File: config.mk
export PLATFORM = sky130hd
export DESIGN_NAME = json_key_value_extractor_flat
export DESIGN_NICKNAME = d
export VERILOG_FILES = /design/src/jkv_pkg.sv /design/src/jkv_ifaces.sv /design/src/jkv_step.sv /design/src/json_key_value_extractor.sv /design/src/flat_wrapper.sv
export SDC_FILE = /design/constraint.sdc
export NUM_CORES = 1
export LEC_CHECK = 0
export ABC_AREA = 1
export BUFFER_PORTS_ARGS = -buffer_cell sky130_fd_sc_hd__clkbuf_2
export CAP_MARGIN = 10
export CORE_ASPECT_RATIO = 1.75
export CORE_MARGIN = 10
export CORE_UTILIZATION = 42
export DETAILED_ROUTE_END_ITERATION = 16
export SLEW_MARGIN = 20
export SYNTH_ARGS = -nofsm -noshare
export SYNTH_HDL_FRONTEND = slang
export SYNTH_SLANG_ARGS = --single-unit
File: constraint.sdc
create_clock -name clock -period 4.3 [get_ports clock]
set_input_delay 0.43 -clock clock [delete_from_list [all_inputs] [get_ports clock]]
set_output_delay 0.43 -clock clock [all_outputs]
set_load 0.01 [all_outputs]
File: src/jkv_pkg.sv
// shared types, constants and codes for the json key/value extractor
package jkv_pkg;

   localparam int KEY_BYTES  = 8;
   localparam int KEY_IDX_W  = 3;
   localparam int POS_BITS   = 4;
   localparam int DEPTH_BITS = 16;
   localparam int CLS_BITS   = 4;
   localparam int CHAR_BITS  = 8;
   localparam int CSR_IDX_W  = 1;
   localparam int CSR_DATA_W = KEY_BYTES * CHAR_BITS;

   typedef enum logic [CLS_BITS-1:0] {
      CLS_START_OBJECT = 4'd0,
      CLS_IN_OBJECT    = 4'd1,
      CLS_AFTER_VALUE  = 4'd2,
      CLS_IN_STRING    = 4'd3,
      CLS_END_KEY      = 4'd4,
      CLS_KEY_COLON    = 4'd5,
      CLS_START_ARRAY  = 4'd6,
      CLS_AFTER_ARRAY  = 4'd7,
      CLS_AFTER_OBJECT = 4'd8,
      CLS_DONE         = 4'd9,
      CLS_OTHER        = 4'd15
   } cls_type;

   typedef enum logic [2:0] {
      MODE_WAIT  = 3'b001,
      MODE_MATCH = 3'b010,
      MODE_PASS  = 3'b100
   } mode_type;

   localparam logic [CSR_IDX_W-1:0] CSR_KEY_CHARS  = 1'b0;
   localparam logic [CSR_IDX_W-1:0] CSR_KEY_LENGTH = 1'b1;

   typedef struct packed {
      mode_type                mode;
      logic [POS_BITS-1:0]     key_pos;
      logic [CLS_BITS-1:0]     prev_class;
      logic [DEPTH_BITS-1:0]   depth;
      logic                    found;
   } ctx_type;

   typedef struct packed {
      logic                    value_valid;
      logic [CLS_BITS-1:0]     value_class;
      logic [CHAR_BITS-1:0]    value_char;
      logic                    not_found;
   } result_type;

endpackage

File: src/jkv_ifaces.sv
// token and result channel interfaces
interface jkv_req_if import jkv_pkg::*; ();
   logic                 valid;
   logic                 ready;
   logic [CLS_BITS-1:0]  token_class;
   logic [CHAR_BITS-1:0] token_char;

   modport source (output valid, output token_class, output token_char, input ready);
   modport sink   (input valid, input token_class, input token_char, output ready);
endinterface

interface jkv_rsp_if import jkv_pkg::*; ();
   logic                 valid;
   logic                 ready;
   logic                 value_valid;
   logic [CLS_BITS-1:0]  value_class;
   logic [CHAR_BITS-1:0] value_char;
   logic                 not_found;

   modport source (output valid, output value_valid, output value_class,
                   output value_char, output not_found, input ready);
   modport sink   (input valid, input value_valid, input value_class,
                   input value_char, input not_found, output ready);
endinterface

File: src/jkv_step.sv
// per-token context update: depth tracking, key compare and value pass-through
module jkv_step import jkv_pkg::*; (
   input  ctx_type                           ctx,
   input  logic [CLS_BITS-1:0]               cls,
   input  logic [CHAR_BITS-1:0]              ch,
   input  logic [KEY_BYTES-1:0][CHAR_BITS-1:0] key_chars,
   input  logic [POS_BITS-1:0]               key_length,
   output ctx_type                           ctx_next,
   output result_type                        res
);

   logic [DEPTH_BITS-1:0] depth;
   logic [POS_BITS-1:0]   klen;
   logic                  exhausted;
   logic                  mismatch;
   logic                  expect_key;
   logic                  ended;
   logic                  obj_end;

   always_comb begin
      depth = ctx.depth;
      if ((cls == CLS_START_OBJECT || cls == CLS_START_ARRAY) && depth != '1) begin
         depth = depth + 1'b1;
      end
      if ((cls == CLS_AFTER_OBJECT || cls == CLS_AFTER_ARRAY || cls == CLS_DONE) &&
          depth != '0) begin
         depth = depth - 1'b1;
      end
   end

   assign klen      = (key_length > POS_BITS'(KEY_BYTES)) ? POS_BITS'(KEY_BYTES) : key_length;
   assign exhausted = ctx.key_pos >= klen;
   assign mismatch  = key_chars[ctx.key_pos[KEY_IDX_W-1:0]] != ch;
   assign expect_key = ctx.prev_class inside {CLS_START_OBJECT, CLS_IN_OBJECT,
                                              CLS_AFTER_VALUE};
   assign ended = (depth <= DEPTH_BITS'(1)) &&
                  (cls inside {CLS_IN_OBJECT, CLS_AFTER_ARRAY, CLS_AFTER_OBJECT});
   assign obj_end = (depth == '0) && (cls == CLS_AFTER_OBJECT || cls == CLS_DONE);

   always_comb begin
      ctx_next            = ctx;
      ctx_next.depth      = depth;
      ctx_next.prev_class = cls;
      res                 = '0;
      case (ctx.mode)
         MODE_MATCH: begin
            if (exhausted && cls == CLS_END_KEY) begin
               ctx_next.mode  = MODE_PASS;
               ctx_next.found = 1'b1;
            end else if (exhausted || cls == CLS_KEY_COLON || mismatch) begin
               ctx_next.mode = MODE_WAIT;
            end else begin
               ctx_next.key_pos = ctx.key_pos + 1'b1;
            end
         end
         MODE_PASS: begin
            if (cls != CLS_KEY_COLON) begin
               if (ended || cls == CLS_DONE) begin
                  ctx_next.mode = MODE_WAIT;
               end
               res.value_valid = 1'b1;
               res.value_class = cls;
               res.value_char  = ch;
            end
         end
         default: begin
            ctx_next.mode = MODE_WAIT;
            if (depth == DEPTH_BITS'(1) && expect_key && cls == CLS_IN_STRING) begin
               ctx_next.key_pos = '0;
               ctx_next.mode    = MODE_MATCH;
            end
         end
      endcase
      if (obj_end) begin
         res.not_found  = !ctx_next.found;
         ctx_next.found = 1'b0;
      end
   end

endmodule

File: src/json_key_value_extractor.sv
// top level: token input register, context update and result register
// an accepted token passes through the token register and then the result register, one result per token
// throughput: one token per cycle while the result register is not stalled; the context register closes a loop
// a stalled result register backs up into the token register, then req ready drops
// reset (synchronous, active high) clears the context, key registers and valid flags
module json_key_value_extractor import jkv_pkg::*; (
   input  logic                  clock,
   input  logic                  reset,
   jkv_req_if.sink               req_chan,
   jkv_rsp_if.source             rsp_chan,
   input  logic                  csr_we,
   input  logic [CSR_IDX_W-1:0]  csr_index,
   input  logic [CSR_DATA_W-1:0] csr_wdata
);

   logic                               tok_vld_ff, tok_vld_in;
   logic [CLS_BITS-1:0]                tok_cls_ff;
   logic [CHAR_BITS-1:0]               tok_char_ff;
   logic                               rsp_vld_ff, rsp_vld_in;
   result_type                         rsp_ff;
   ctx_type                            ctx_ff;
   ctx_type                            ctx_in;
   result_type                         res;
   logic [KEY_BYTES-1:0][CHAR_BITS-1:0] key_chars_ff;
   logic [POS_BITS-1:0]                key_length_ff;
   logic                               adv;
   logic                               req_fire;

   assign adv      = !rsp_vld_ff || rsp_chan.ready;
   assign req_chan.ready = !tok_vld_ff || adv;
   assign req_fire = req_chan.valid && req_chan.ready;

   assign tok_vld_in = req_fire || (tok_vld_ff && !adv);
   assign rsp_vld_in = (tok_vld_ff && adv) || (rsp_vld_ff && !rsp_chan.ready);

   jkv_step u_step (
      .ctx        (ctx_ff),
      .cls        (tok_cls_ff),
      .ch         (tok_char_ff),
      .key_chars  (key_chars_ff),
      .key_length (key_length_ff),
      .ctx_next   (ctx_in),
      .res        (res)
   );

   always_ff @(posedge clock) begin
      if (reset) begin
         tok_vld_ff          <= 1'b0;
         rsp_vld_ff          <= 1'b0;
         ctx_ff.mode         <= MODE_WAIT;
         ctx_ff.key_pos      <= '0;
         ctx_ff.prev_class   <= CLS_OTHER;
         ctx_ff.depth        <= '0;
         ctx_ff.found        <= 1'b0;
         key_chars_ff        <= '0;
         key_length_ff       <= '0;
      end else begin
         tok_vld_ff <= tok_vld_in;
         rsp_vld_ff <= rsp_vld_in;
         if (tok_vld_ff && adv) begin
            ctx_ff <= ctx_in;
         end
         if (csr_we) begin
            case (csr_index)
               CSR_KEY_CHARS:  key_chars_ff  <= csr_wdata;
               CSR_KEY_LENGTH: key_length_ff <= csr_wdata[POS_BITS-1:0];
               default: ;
            endcase
         end
      end
   end

   always_ff @(posedge clock) begin
      if (req_fire) begin
         tok_cls_ff  <= req_chan.token_class;
         tok_char_ff <= req_chan.token_char;
      end
      if (tok_vld_ff && adv) begin
         rsp_ff <= res;
      end
   end

   assign rsp_chan.valid       = rsp_vld_ff;
   assign rsp_chan.value_valid = rsp_ff.value_valid;
   assign rsp_chan.value_class = rsp_ff.value_class;
   assign rsp_chan.value_char  = rsp_ff.value_char;
   assign rsp_chan.not_found   = rsp_ff.not_found;

endmodule

File: src/flat_wrapper.sv
// flat-port wrapper written by rule: the top's interface ports become plain ports
module json_key_value_extractor_flat import jkv_pkg::*;
  (clock, reset, csr_we, csr_index, csr_wdata, req_chan_valid, req_chan_token_class, req_chan_token_char, req_chan_ready, rsp_chan_valid, rsp_chan_value_valid, rsp_chan_value_class, rsp_chan_value_char, rsp_chan_not_found, rsp_chan_ready);
  jkv_req_if req_chan_i ();
  jkv_rsp_if rsp_chan_i ();
  input  logic clock;
  input  logic reset;
  input  logic csr_we;
  input  logic [CSR_IDX_W-1:0] csr_index;
  input  logic [CSR_DATA_W-1:0] csr_wdata;
  input wire logic [$bits(req_chan_i.valid)-1:0] req_chan_valid;
  input wire logic [$bits(req_chan_i.token_class)-1:0] req_chan_token_class;
  input wire logic [$bits(req_chan_i.token_char)-1:0] req_chan_token_char;
  output wire logic [$bits(req_chan_i.ready)-1:0] req_chan_ready;
  output wire logic [$bits(rsp_chan_i.valid)-1:0] rsp_chan_valid;
  output wire logic [$bits(rsp_chan_i.value_valid)-1:0] rsp_chan_value_valid;
  output wire logic [$bits(rsp_chan_i.value_class)-1:0] rsp_chan_value_class;
  output wire logic [$bits(rsp_chan_i.value_char)-1:0] rsp_chan_value_char;
  output wire logic [$bits(rsp_chan_i.not_found)-1:0] rsp_chan_not_found;
  input wire logic [$bits(rsp_chan_i.ready)-1:0] rsp_chan_ready;
  assign req_chan_i.valid = req_chan_valid;
  assign req_chan_i.token_class = req_chan_token_class;
  assign req_chan_i.token_char = req_chan_token_char;
  assign req_chan_ready = req_chan_i.ready;
  assign rsp_chan_valid = rsp_chan_i.valid;
  assign rsp_chan_value_valid = rsp_chan_i.value_valid;
  assign rsp_chan_value_class = rsp_chan_i.value_class;
  assign rsp_chan_value_char = rsp_chan_i.value_char;
  assign rsp_chan_not_found = rsp_chan_i.not_found;
  assign rsp_chan_i.ready = rsp_chan_ready;
  json_key_value_extractor u_core (.clock(clock), .reset(reset), .req_chan(req_chan_i), .rsp_chan(rsp_chan_i), .csr_we(csr_we), .csr_index(csr_index), .csr_wdata(csr_wdata));
endmodule
==> results of run 1 <==
==> routing by layer <==
metal  part of all wire (%)  wire length (um)  up-vias  track usage [%]
met2                     55             11000      121             35.2
li1                       -                 -     3277                -
met1                     37              7430     2926             18.6
met5                      0                 0        -                0
met4                    5.8              1180        0             11.5
met3                    2.9               596       56             3.92
==> cell usage in the layout (no fill, tap or decap), drive strengths merged <==
| cell type | instances |
|---|---|
| nor2 | 204 |
| nand2 | 193 |
| o21ai | 119 |
| clkbuf | 117 |
| inv | 99 |
| dfxtp | 98 |
| nand3 | 59 |
| a21oi | 44 |
| edfxtp | 26 |
| nand4 | 15 |
| o211ai | 13 |
| xor2 | 12 |
| buf | 9 |
| ha | 7 |
| nor3 | 6 |
| o221ai | 4 |
| clkinv | 4 |
| nand3b | 3 |
| xnor2 | 3 |
| o22ai | 3 |
| bufinv | 3 |
| clkinvlp | 3 |
| a31oi | 2 |
| a2111oi | 1 |
| nor4 | 1 |
| o21bai | 1 |
==> worst paths after layout <==
| check | end | depth (start not counted) |
|---|---|---|
| setup / recovery | u_core.ctx_ff[24] | 24 |
| hold / removal | u_core.tok_char_ff[1] | 1 |
| setup reg to reg | u_core.ctx_ff[24] | 24 |
| hold reg to reg | u_core.key_chars_ff[17] | 2 |
==> area by class of cell <==
cell class	count	area, sq um	share of cell area [%]
multi-input cells	690	3380	42.8
flip-flops and latches	124	2740	34.8
repair buffers	106	553	7.01
clock buffers	20	448	5.68
inverters	97	367	4.65
well taps	189	236	3.00
clock inverters	12	163	2.06
==> registers in the layout, indices dropped and copies added (netlist names) <==
register	flops
u_core.ctx_ff	28
u_core.rsp_chan.valid	1
u_core.rsp_chan.value_class	4
u_core.key_length_ff	4
u_core.tok_char_ff	8
u_core.rsp_chan.not_found	1
u_core.key_chars_ff	64
u_core.tok_vld_ff	1
u_core.rsp_chan.value_char	8
u_core.rsp_chan.value_valid	1
u_core.tok_cls_ff	4
==> Yosys cell counts, types with 4 or more instances <==
cell and count:
nand2_1 162, nor2_4 4, o221ai_1 4, nor3_1 5, a21oi_1 43, nand4_1 15, buf_6 4, clkbuf_1 36
nand3_2 5, o21ai_0 115, buf_2 5, nor2_1 191, inv_1 92, xor2_1 12, dfxtp_1 98, nand2_4 8
ha_1 7, nand3_1 54, nand2_2 23, edfxtp_1 26, nor2_2 9, o211ai_1 13
==> worst max-delay path, delay by kind of cell (launching register included) <==
family                     cells  cell delay (ns)
and+or+nand+nor               18             1.91
AOI/OAI and AO/OA              2             0.67
DFF                            1             0.49
adders and majority gates      1             0.34
buffers and inverters          3             0.22
==> power groups by stage <==
stage	sequential, uW	combinational, uW	clock (uW)
2_1_floorplan	1320	320	0
3_3_place_gp	1330	452	0
3_5_place_dp	1330	453	0
4_1_cts	1310	456	1520
5_1_grt	1320	513	1570
6_report	1310	453	1490
==> per-stage QoR <==
step	total power, uW	instances	util (%)	worst slack [ns]	hold WS (ns)
6_report	3250	1238	49.9	0.554	0.188
5_1_grt	3400	1238	49.9	0.130	0.172
4_1_cts	3280	1238	49.9	0.572	0.174
3_5_place_dp	1790	1206	46.1	0.575	0.437
3_3_place_gp	1780	1206	46.1	0.683	0.436
2_1_floorplan	1640	958	-	1.24	0.424
==> logic make-up after synthesis <==
kind of cell / count (synthesis) / share of synthesized area [%]
XOR/XNOR: 15 / 1.96
buffers and inverters: 144 / 8.65
adder cells (fa/ha/maj): 7 / 1.31
flip-flops: 124 / 40.9
AND/OR/NAND/NOR: 481 / 32.0
AO/OA/AOI/OAI: 187 / 15.1
==> out/qor.yml, run 1 <==
cpMaxStageDelayCell: "dfxtp_1"
drt_iter0_drc: 316
crit_path_cell_trace: "ha_1 -> inv_2 -> nor2_4 -> nand2_2 -> o21ai_4 -> nand2_1 -> nand2_1 -> nor2_2 -> nand3_2 -> nor2_4 -> nand2_4 -> nand2_2 -> nand2_1 -> nand2_1 -> inv_1 -> nand2_1 -> nor2_1 -> nand2_1 -> inv_1 -> nand3_2 -> nand2_4 -> nand2_4 -> o21ai_2 -> nor2_1"
pwr-share-seq_pct: 40.2
netlist_area_sq_um: 6700
setup_tns_ns: 0
r2r_start: "u_core.ctx_ff[1]"
synth_area_leader_cell: "dfxtp_1"
die_h_um: 187
die_w_um: 115
clkSinkCount: 124
postSynthCellCount: 958
hp-start: "req_chan_token_char[1]"
ctsResizeCount: 0
cts-root-buf: "clkbuf_16"
rows: 61
synth.avg_cell_area_sq_um: 6.99
period_minus_slack_ns: 3.75
drive_gt1_share_pct: 18.8
outcome: "completed"
leakagePower_uw: 0.00367
finalCritPeriodShare_pct: 87.1
comb_power_share_pct: 13.9
hold_viol: 0
grt_start_max_net_pins: 59
max_stage_delay_ns: 0.49
p_sw_uw: 900
setup_viol: 0
fin_area_sq_um: 7890
ys.flop_type: "dfxtp_1"
seq_area_frac_synth_pct: 40.9
cts_setup_buffers: 0
worstMarginPinSlew_ns: 0.855
antenna_found_initial: 0
fin_skew_ns: 0.0111
irDropWorstVdd_mv: 0.316
powerDensity_nw_per_um2: 412
clkTransAtPathRegs_ns: 0.06
drc: 0
final.fill_count: 1648
crit_type: "register to register"
grt_use_total_pct: 19.1
rsz0062_at_grt: "no"
grt_first_pass_wirelength_mm: 32.7
postPlaceCellArea_sq_um: 7280
vias: 6380
portBuffers: 97
timing.critical_path.from: "u_core.ctx_ff[1]"
holdBufCountCts: 0
dieArea_sq_um: 21600
syn_nets: 1047
dp_hpwl_mm: 15.1
cp.required_ns: 4.60
reg2reg_slack_ns: 0.55
ys_seq_elements: 124
vias_per_cell: 5.15
synthTopCellsByArea: "dfxtp_1 (29%), edfxtp_1 (12%), nor2_1 (11%)"
synth_edf_count: 26
p_sw_share_pct: 27.6
synthToLayoutAreaGrowth_pct: 17.8
htreeDepth: 4
core_area_sq_um: 15800
route.final.wire_length_mm: 20.2
cp_max_fo: 18
yosys_warnings: 0
nets: 1125
yosysTopAreaCellShare_pct: 29.3
numCtsBuffers: 17
routedWlPerCell_um: 16.4
maxSlewHeadroom_pct: 43.0
ant_nets: 0
cp-end-kind: "register"
yosys.cell_types.count: 38
clkLatencyLatePin_ns: 0.41
cts_tree: "built"
drtPass1Iterations: 4
antenna-diode-count: 0
critPathLaunchType: "register"
holdCritPathClass: "input pin to register"
initial_core_util_pct: 42.4
crit_top_cell: "nand2_1"
routabilityCongestion: 0.950
synthArstFlopShare_pct: 0
fmax_mhz: 267
maxCapViolations: 0
grt-ovfl-total: 0
grt_pass1_vias: 6552
cts_buffer_depth: 2
intPower_uw: 2350
clockPowerShare_pct: 45.9
critical_path_arrival_ns: 4.04
ios: 98
drv_slew: 0
Note: power is estimated with default switching activity, not from simulation.
==> inputs of run 2 (changes only) <==
CORE_ASPECT_RATIO = not set   (was 1.75)
==> run 2 against run 1 <==
Largest power group unchanged. Cell count up 2.0%. First-iteration DRC count up 59%. Via count down 0.67%. Highest routed layer unchanged.
==> out/qor.yml, run 2 (synthesized netlist as in run 1, its figures left out) <==
outcome: "completed"  # unchanged
htreeDepth: 4  # unchanged
fmax_mhz: 267  # about the same
cts_setup_buffers: 0  # unchanged
hp-start: "req_chan_token_char[1]"  # unchanged
holdWs_ns: 0.185  # was 0.188 ns
p_sw_share_pct: 28.9  # was 27.6%
irDropWorstVdd_mv: 0.302  # was 0.316 mV
maxCapViolations: 0  # unchanged
grt_first_pass_wirelength_mm: 30.4  # was 32.7 mm
cts_tree: "built"  # unchanged
ctsResizeCount: 0  # unchanged
critical_path_arrival_ns: 4.06  # was 4.04 ns
comb_power_share_pct: 14.1  # was 13.9%
setup_viol: 0  # unchanged
dieArea_sq_um: 21400  # was 21,600 sq um
clockPowerShare_pct: 44.4  # was 45.9%
r2r_cells: 24  # unchanged
postPlaceCellArea_sq_um: 7300  # was 7280 sq um
fin_skew_ns: 0.00872  # was 0.0111 ns
p_sw_uw: 911  # was 900 uW
cp_max_fo: 18  # unchanged
worstMarginPinSlew_ns: 0.916  # was 0.855 ns
timing.rr.end: "u_core.ctx_ff[23]"  # was u_core.ctx_ff[24]
crit_type: "register to register"  # unchanged
die_w_um: 146  # was 115 um
die_h_um: 146  # was 187 um
setup_tns_ns: 0  # unchanged
layout_common_cells: "nor2_1 (190), nand2_1 (162), o21ai_0 (115)"  # unchanged
dp_hpwl_mm: 13.1  # was 15.1 mm
reg2reg_slack_ns: 0.55  # about the same
final_common_cell: "nor2_1"  # unchanged
drc: 0  # unchanged
antenna_found_initial: 0  # unchanged
fin_area_sq_um: 7870  # was 7890 sq um
holdBufCountCts: 0  # unchanged
holdCritPathClass: "input pin to register"  # unchanged
r2r_start: "u_core.ctx_ff[1]"  # unchanged
rows: 46  # was 61
hold_viol: 0  # unchanged
drive_gt1_share_pct: 18.7  # was 18.8%
grt_use_total_pct: 17.2  # was 19.1%
holdPathEnd: "u_core.tok_char_ff[1]"  # unchanged
final.fill_count: 1646  # was 1,648
ios: 98  # unchanged
initial_core_util_pct: 42.5  # was 42.4%
cts_buffer_depth: 2  # unchanged
grt-ovfl-total: 0  # unchanged
clkSinkCount: 124  # unchanged
cp.required_ns: 4.61  # was 4.60 ns
critPathLaunchType: "register"  # unchanged
numCtsBuffers: 17  # unchanged
core_area_sq_um: 15800  # about the same
nets: 1123  # was 1,125
cp-end-kind: "register"  # unchanged
powerDensity_nw_per_um2: 400  # was 412 nW/um^2
drt_iter0_drc: 503  # was 316
grt_start_max_net_pins: 76  # was 59
period_minus_slack_ns: 3.75  # about the same
drv_slew: 0  # unchanged
routedWlPerCell_um: 14.8  # was 16.4 um
clkTransAtPathRegs_ns: 0.06  # about the same
drtPass1Iterations: 4  # unchanged
clkLatencyLatePin_ns: 0.42  # was 0.41 ns
portBuffers: 97  # unchanged
maxSlewHeadroom_pct: 38.8  # was 43.0%
leakagePower_uw: 0.00366  # was 0.00367 uW
vias_per_cell: 5.02  # was 5.15
route.final.wire_length_mm: 18.7  # was 20.2 mm
intPower_uw: 2240  # was 2350 uW
pwr-share-seq_pct: 41.5  # was 40.2%
reg.largest.list: "u_core.key_chars_ff (64), u_core.ctx_ff (28)"  # unchanged
multi_input_area_sq_um: 3380  # unchanged
rsz0062_at_grt: "no"  # unchanged
synthToLayoutAreaGrowth_pct: 17.5  # was 17.8%
seqCellArea_sq_um: 2740  # unchanged
ant_nets: 0  # unchanged
top_register: "u_core.key_chars_ff"  # unchanged
finalCritPeriodShare_pct: 87.2  # was 87.1%
routabilityCongestion: 0.920  # was 0.950
hold_depth: 1  # unchanged
grt_pass1_vias: 6184  # was 6,552
cts-root-buf: "clkbuf_16"  # unchanged
antenna-diode-count: 0  # unchanged
vias: 6337  # was 6,380
largest_reg_flops: 64  # unchanged
run 2: cell types whose count changed in the layout (fill, tap and decap cells not counted), moves of 2 or more:
| cell | previous run | this run |
|---|---|---|
| clkinv_2 | 0 | 3 |
| clkinvlp_4 | 3 | 1 |
| inv_6 | 2 | 4 |
| buf_4 | 9 | 7 |
| bufinv_16 | 3 | 1 |
run 2: final cells by class:
class / count / share of cell area [%]
clock buffers: 18 / 5.58
clock inverters: 14 / 1.68
inverters: 97 / 4.67
multi-input cells: 690 / 43.0
flip-flops and latches: 124 / 34.8
well taps: 216 / 3.43
repair buffers: 104 / 6.84
run 2: critical path, stage by stage, from the launching register on:
cell      delay [ns]
dfxtp_1         0.47
ha_1            0.35
inv_2           0.07
nor2_4          0.13
nand2_2         0.10
o21ai_4         0.50
inv_4           0.12
nand2_2         0.09
nand2_2         0.07
nor2_1          0.18
nand2_2         0.09
nor2_4          0.12
nand2_4         0.12
nand2_2         0.23
nand2_2         0.08
nand2_1         0.09
nand2_1         0.05
nor2_1          0.08
nand2_1         0.08
clkinv_1        0.06
nand3_2         0.09
nand2_4         0.13
nand2_4         0.07
o21ai_2         0.19
nor2_1          0.07
run 2: per-stage QoR:
step / cells / worst slack [ns] / util [%] / total power, uW
after floorplan: 958 / 1.24 / - / 1640
after global placement: 1231 / 0.687 / 46.3 / 1770
after detailed placement: 1231 / 0.559 / 46.3 / 1770
after CTS: 1263 / 0.553 / 49.9 / 3170
after global routing: 1263 / 0.0743 / 49.9 / 3290
final: 1263 / 0.551 / 49.9 / 3150
run 2: worst max path at each step:
| stage | startpoint | end | slack, ns | cells past startpoint |
|---|---|---|---|---|
| final | u_core.ctx_ff[1] | u_core.ctx_ff[23] | 0.55 | 24 |
| after global routing | u_core.ctx_ff[1] | u_core.ctx_ff[23] | 0.07 | 24 |
| after CTS | u_core.ctx_ff[1] | u_core.ctx_ff[23] | 0.55 | 24 |
| after detailed placement | u_core.ctx_ff[1] | u_core.ctx_ff[24] | 0.56 | 24 |
| after global placement | u_core.ctx_ff[1] | u_core.ctx_ff[24] | 0.69 | 24 |
| after floorplan | u_core.ctx_ff[2] | u_core.ctx_ff[23] | 1.24 | 23 |
run 2: power groups by stage:
stage / Sequential [uW] / Combinational, uW / Clock (uW)
floorplan: 1320 / 320 / 0
global placement: 1330 / 439 / 0
detailed placement: 1330 / 438 / 0
CTS: 1310 / 444 / 1420
global route: 1320 / 505 / 1470
finish: 1310 / 443 / 1400
run 2: metal layers:
metal / wire length [um] / vias to the layer above / share of wire (%) / GRT usage [%]
li1: - / 3271 / - / -
met1: 8620 / 2894 / 46 / 20.6
met2: 8780 / 143 / 47 / 28.8
met3: 867 / 29 / 4.6 / 4.48
met4: 406 / 0 / 2.2 / 6.31
met5: 0 / - / 0 / 0
==> inputs of run 3 (changes only) <==
CTS_BUF_LIST = sky130_fd_sc_hd__clkbuf_4   (was not set)
==> run 3 against run 2 <==
Register-to-register slack hardly changed. Cell count did not move. Wire length fell by 1.3%. Clock skew up 0.010 ns. Worst setup slack worse by 0.013 ns. Count of clock-buffer cells in the layout is 1 lower. Maximum frequency decreased by 0.36%. Non-clock buffer count unchanged. Via count about the same.
==> out/qor.yml, run 3 (synthesized netlist as in run 1, its figures left out) <==
hold_depth: 1  # unchanged
place_inst: 1231  # unchanged
grt_pass1_vias: 6069  # was 6,184
die_h_um: 146  # unchanged
dieArea_sq_um: 21400  # unchanged
cp.required_ns: 4.75  # was 4.61 ns
htreeDepth: 4  # unchanged
numCtsBuffers: 17  # unchanged
grt_use_total_pct: 16.9  # was 17.2%
portBuffers: 97  # unchanged
finish.utilization_pct: 48.0  # was 49.9%
cts_tree: "built"  # unchanged
fin_skew_ns: 0.0192  # was 0.00872 ns
grt_start_max_net_pins: 76  # unchanged
initial_core_util_pct: 42.5  # unchanged
drive_gt1_share_pct: 18.6  # was 18.7%
critical_path_arrival_ns: 4.21  # was 4.06 ns
leakagePower_uw: 0.00352  # was 0.00366 uW
cts_setup_buffers: 0  # unchanged
reg2reg_slack_ns: 0.54  # was 0.55 ns
seqCellArea_sq_um: 2740  # unchanged
largest_reg_flops: 64  # unchanged
route.final.wire_length_mm: 18.4  # was 18.7 mm
layout_common_cells: "nor2_1 (190), nand2_1 (162), o21ai_0 (115)"  # unchanged
holdWs_ns: 0.0579  # was 0.185 ns
dp_hpwl_mm: 13.1  # unchanged
maxSlewHeadroom_pct: 38.9  # was 38.8%
fin_cells: 1263  # unchanged
holdCritPathClass: "input pin to register"  # unchanged
rows: 46  # unchanged
clkTransAtPathRegs_ns: 0.13  # was 0.06 ns
top_register: "u_core.key_chars_ff"  # unchanged
cp_max_fo: 18  # unchanged
worstMarginPinSlew_ns: 0.915  # was 0.916 ns
setup_viol: 0  # unchanged
drc: 0  # unchanged
hp-start: "req_chan_token_char[1]"  # unchanged
final_common_cell: "nor2_1"  # unchanged
drv_slew: 0  # unchanged
holdBufCountCts: 0  # unchanged
drt_iter0_drc: 470  # was 503
clkSinkCount: 124  # unchanged
crit_type: "register to register"  # unchanged
rsz0062_at_grt: "no"  # unchanged
synthToLayoutAreaGrowth_pct: 12.9  # was 17.5%
cts_buffer_depth: 2  # unchanged
nets: 1123  # unchanged
outcome: "completed"  # unchanged
antenna_found_initial: 0  # unchanged
holdPathEnd: "u_core.tok_char_ff[1]"  # unchanged
finalCritPeriodShare_pct: 87.5  # was 87.2%
r2r_start: "u_core.ctx_ff[1]"  # unchanged
vias_per_cell: 5.01  # was 5.02
grt-ovfl-total: 0  # unchanged
reg.largest.list: "u_core.key_chars_ff (64), u_core.ctx_ff (28)"  # unchanged
die_w_um: 146  # unchanged
ctsResizeCount: 0  # unchanged
timing.rr.end: "u_core.ctx_ff[23]"  # unchanged
ant_nets: 0  # unchanged
clkLatencyLatePin_ns: 0.55  # was 0.42 ns
ios: 98  # unchanged
drtPass1Iterations: 5  # was 4
antenna-diode-count: 0  # unchanged
hold_viol: 0  # unchanged
vias: 6331  # was 6,337
period_minus_slack_ns: 3.76  # was 3.75 ns
critPathLaunchType: "register"  # unchanged
r2r_cells: 24  # unchanged
irDropWorstVdd_mv: 0.233  # was 0.302 mV
fmax_mhz: 266  # was 267 MHz
core_area_sq_um: 15800  # unchanged
grt_first_pass_wirelength_mm: 29.9  # was 30.4 mm
maxCapViolations: 0  # unchanged
setup_tns_ns: 0  # unchanged
multi_input_area_sq_um: 3380  # unchanged
routedWlPerCell_um: 14.6  # was 14.8 um
routabilityCongestion: 0.920  # unchanged
cp-end-kind: "register"  # unchanged
final.fill_count: 1697  # was 1,646
cts-root-buf: "clkbuf_4"  # was clkbuf_16
powerDensity_nw_per_um2: 337  # was 400 nW/um^2
[run 3: changes by cell type in the layout (fill, tap and decap cells not counted)]
cell and change:
clkinv_1 +1, clkbuf_8 -1, clkbuf_4 +17, clkbuf_16 -17
[run 3: per-stage QoR]
stage                     power, uW  setup slack (ns)  cell area, sq um
after floorplan                1640              1.24              6700
after global placement         1770             0.687              7300
after detailed placement       1770             0.559              7300
after CTS                      2570             0.563              7560
after global routing           2690            0.0820              7560
final                          2550             0.537              7560
[run 3: cell type report]
cell class              count  share of cell area, %
multi-input cells         690                   44.7
flip-flops and latches    124                   36.3
repair buffers            104                   7.11
inverters                  97                   4.86
well taps                 216                   3.57
clock inverters            15                   1.80
clock buffers              17                   1.69
[run 3: worst max path at each step]
stage                      from           endpoint  cells past startpoint
2_1_floorplan  u_core.ctx_ff[2]  u_core.ctx_ff[23]                     23
3_3_place_gp   u_core.ctx_ff[1]  u_core.ctx_ff[24]                     24
3_5_place_dp   u_core.ctx_ff[1]  u_core.ctx_ff[24]                     24
4_1_cts        u_core.ctx_ff[1]  u_core.ctx_ff[21]                     24
5_1_grt        u_core.ctx_ff[1]  u_core.ctx_ff[23]                     24
6_report       u_core.ctx_ff[1]  u_core.ctx_ff[23]                     24
[run 3: report_power, final]
| group | leakage [uW] | total, uW | internal (uW) | switching (uW) |
|---|---|---|---|---|
| sequential | 0.00105 | 1310 | 1260 | 45.6 |
| combinational | 0.00232 | 442 | 156 | 286 |
| clock | 0.000147 | 799 | 296 | 503 |
[run 3: per-layer routing]
layer / track usage, % / wire (um) / up-vias
li1: - / - / 3265
met1: 20.7 / 8500 / 2883
met2: 28.5 / 8750 / 168
met3: 4.14 / 893 / 15
met4: 5.56 / 295 / 0
met5: 0 / 0 / -
[run 3: worst max-delay path, stage by stage, from the launching register on]
cell	delay [ns]
dfxtp_1	0.49
ha_1	0.35
inv_2	0.07
nor2_4	0.13
nand2_2	0.10
o21ai_4	0.50
inv_4	0.12
nand2_2	0.09
nand2_2	0.07
nor2_1	0.18
nand2_2	0.09
nor2_4	0.12
nand2_4	0.13
nand2_2	0.23
nand2_2	0.08
nand2_1	0.10
nand2_1	0.05
nor2_1	0.08
nand2_1	0.08
clkinv_1	0.06
nand3_2	0.09
nand2_4	0.13
nand2_4	0.07
o21ai_2	0.19
nor2_1	0.07
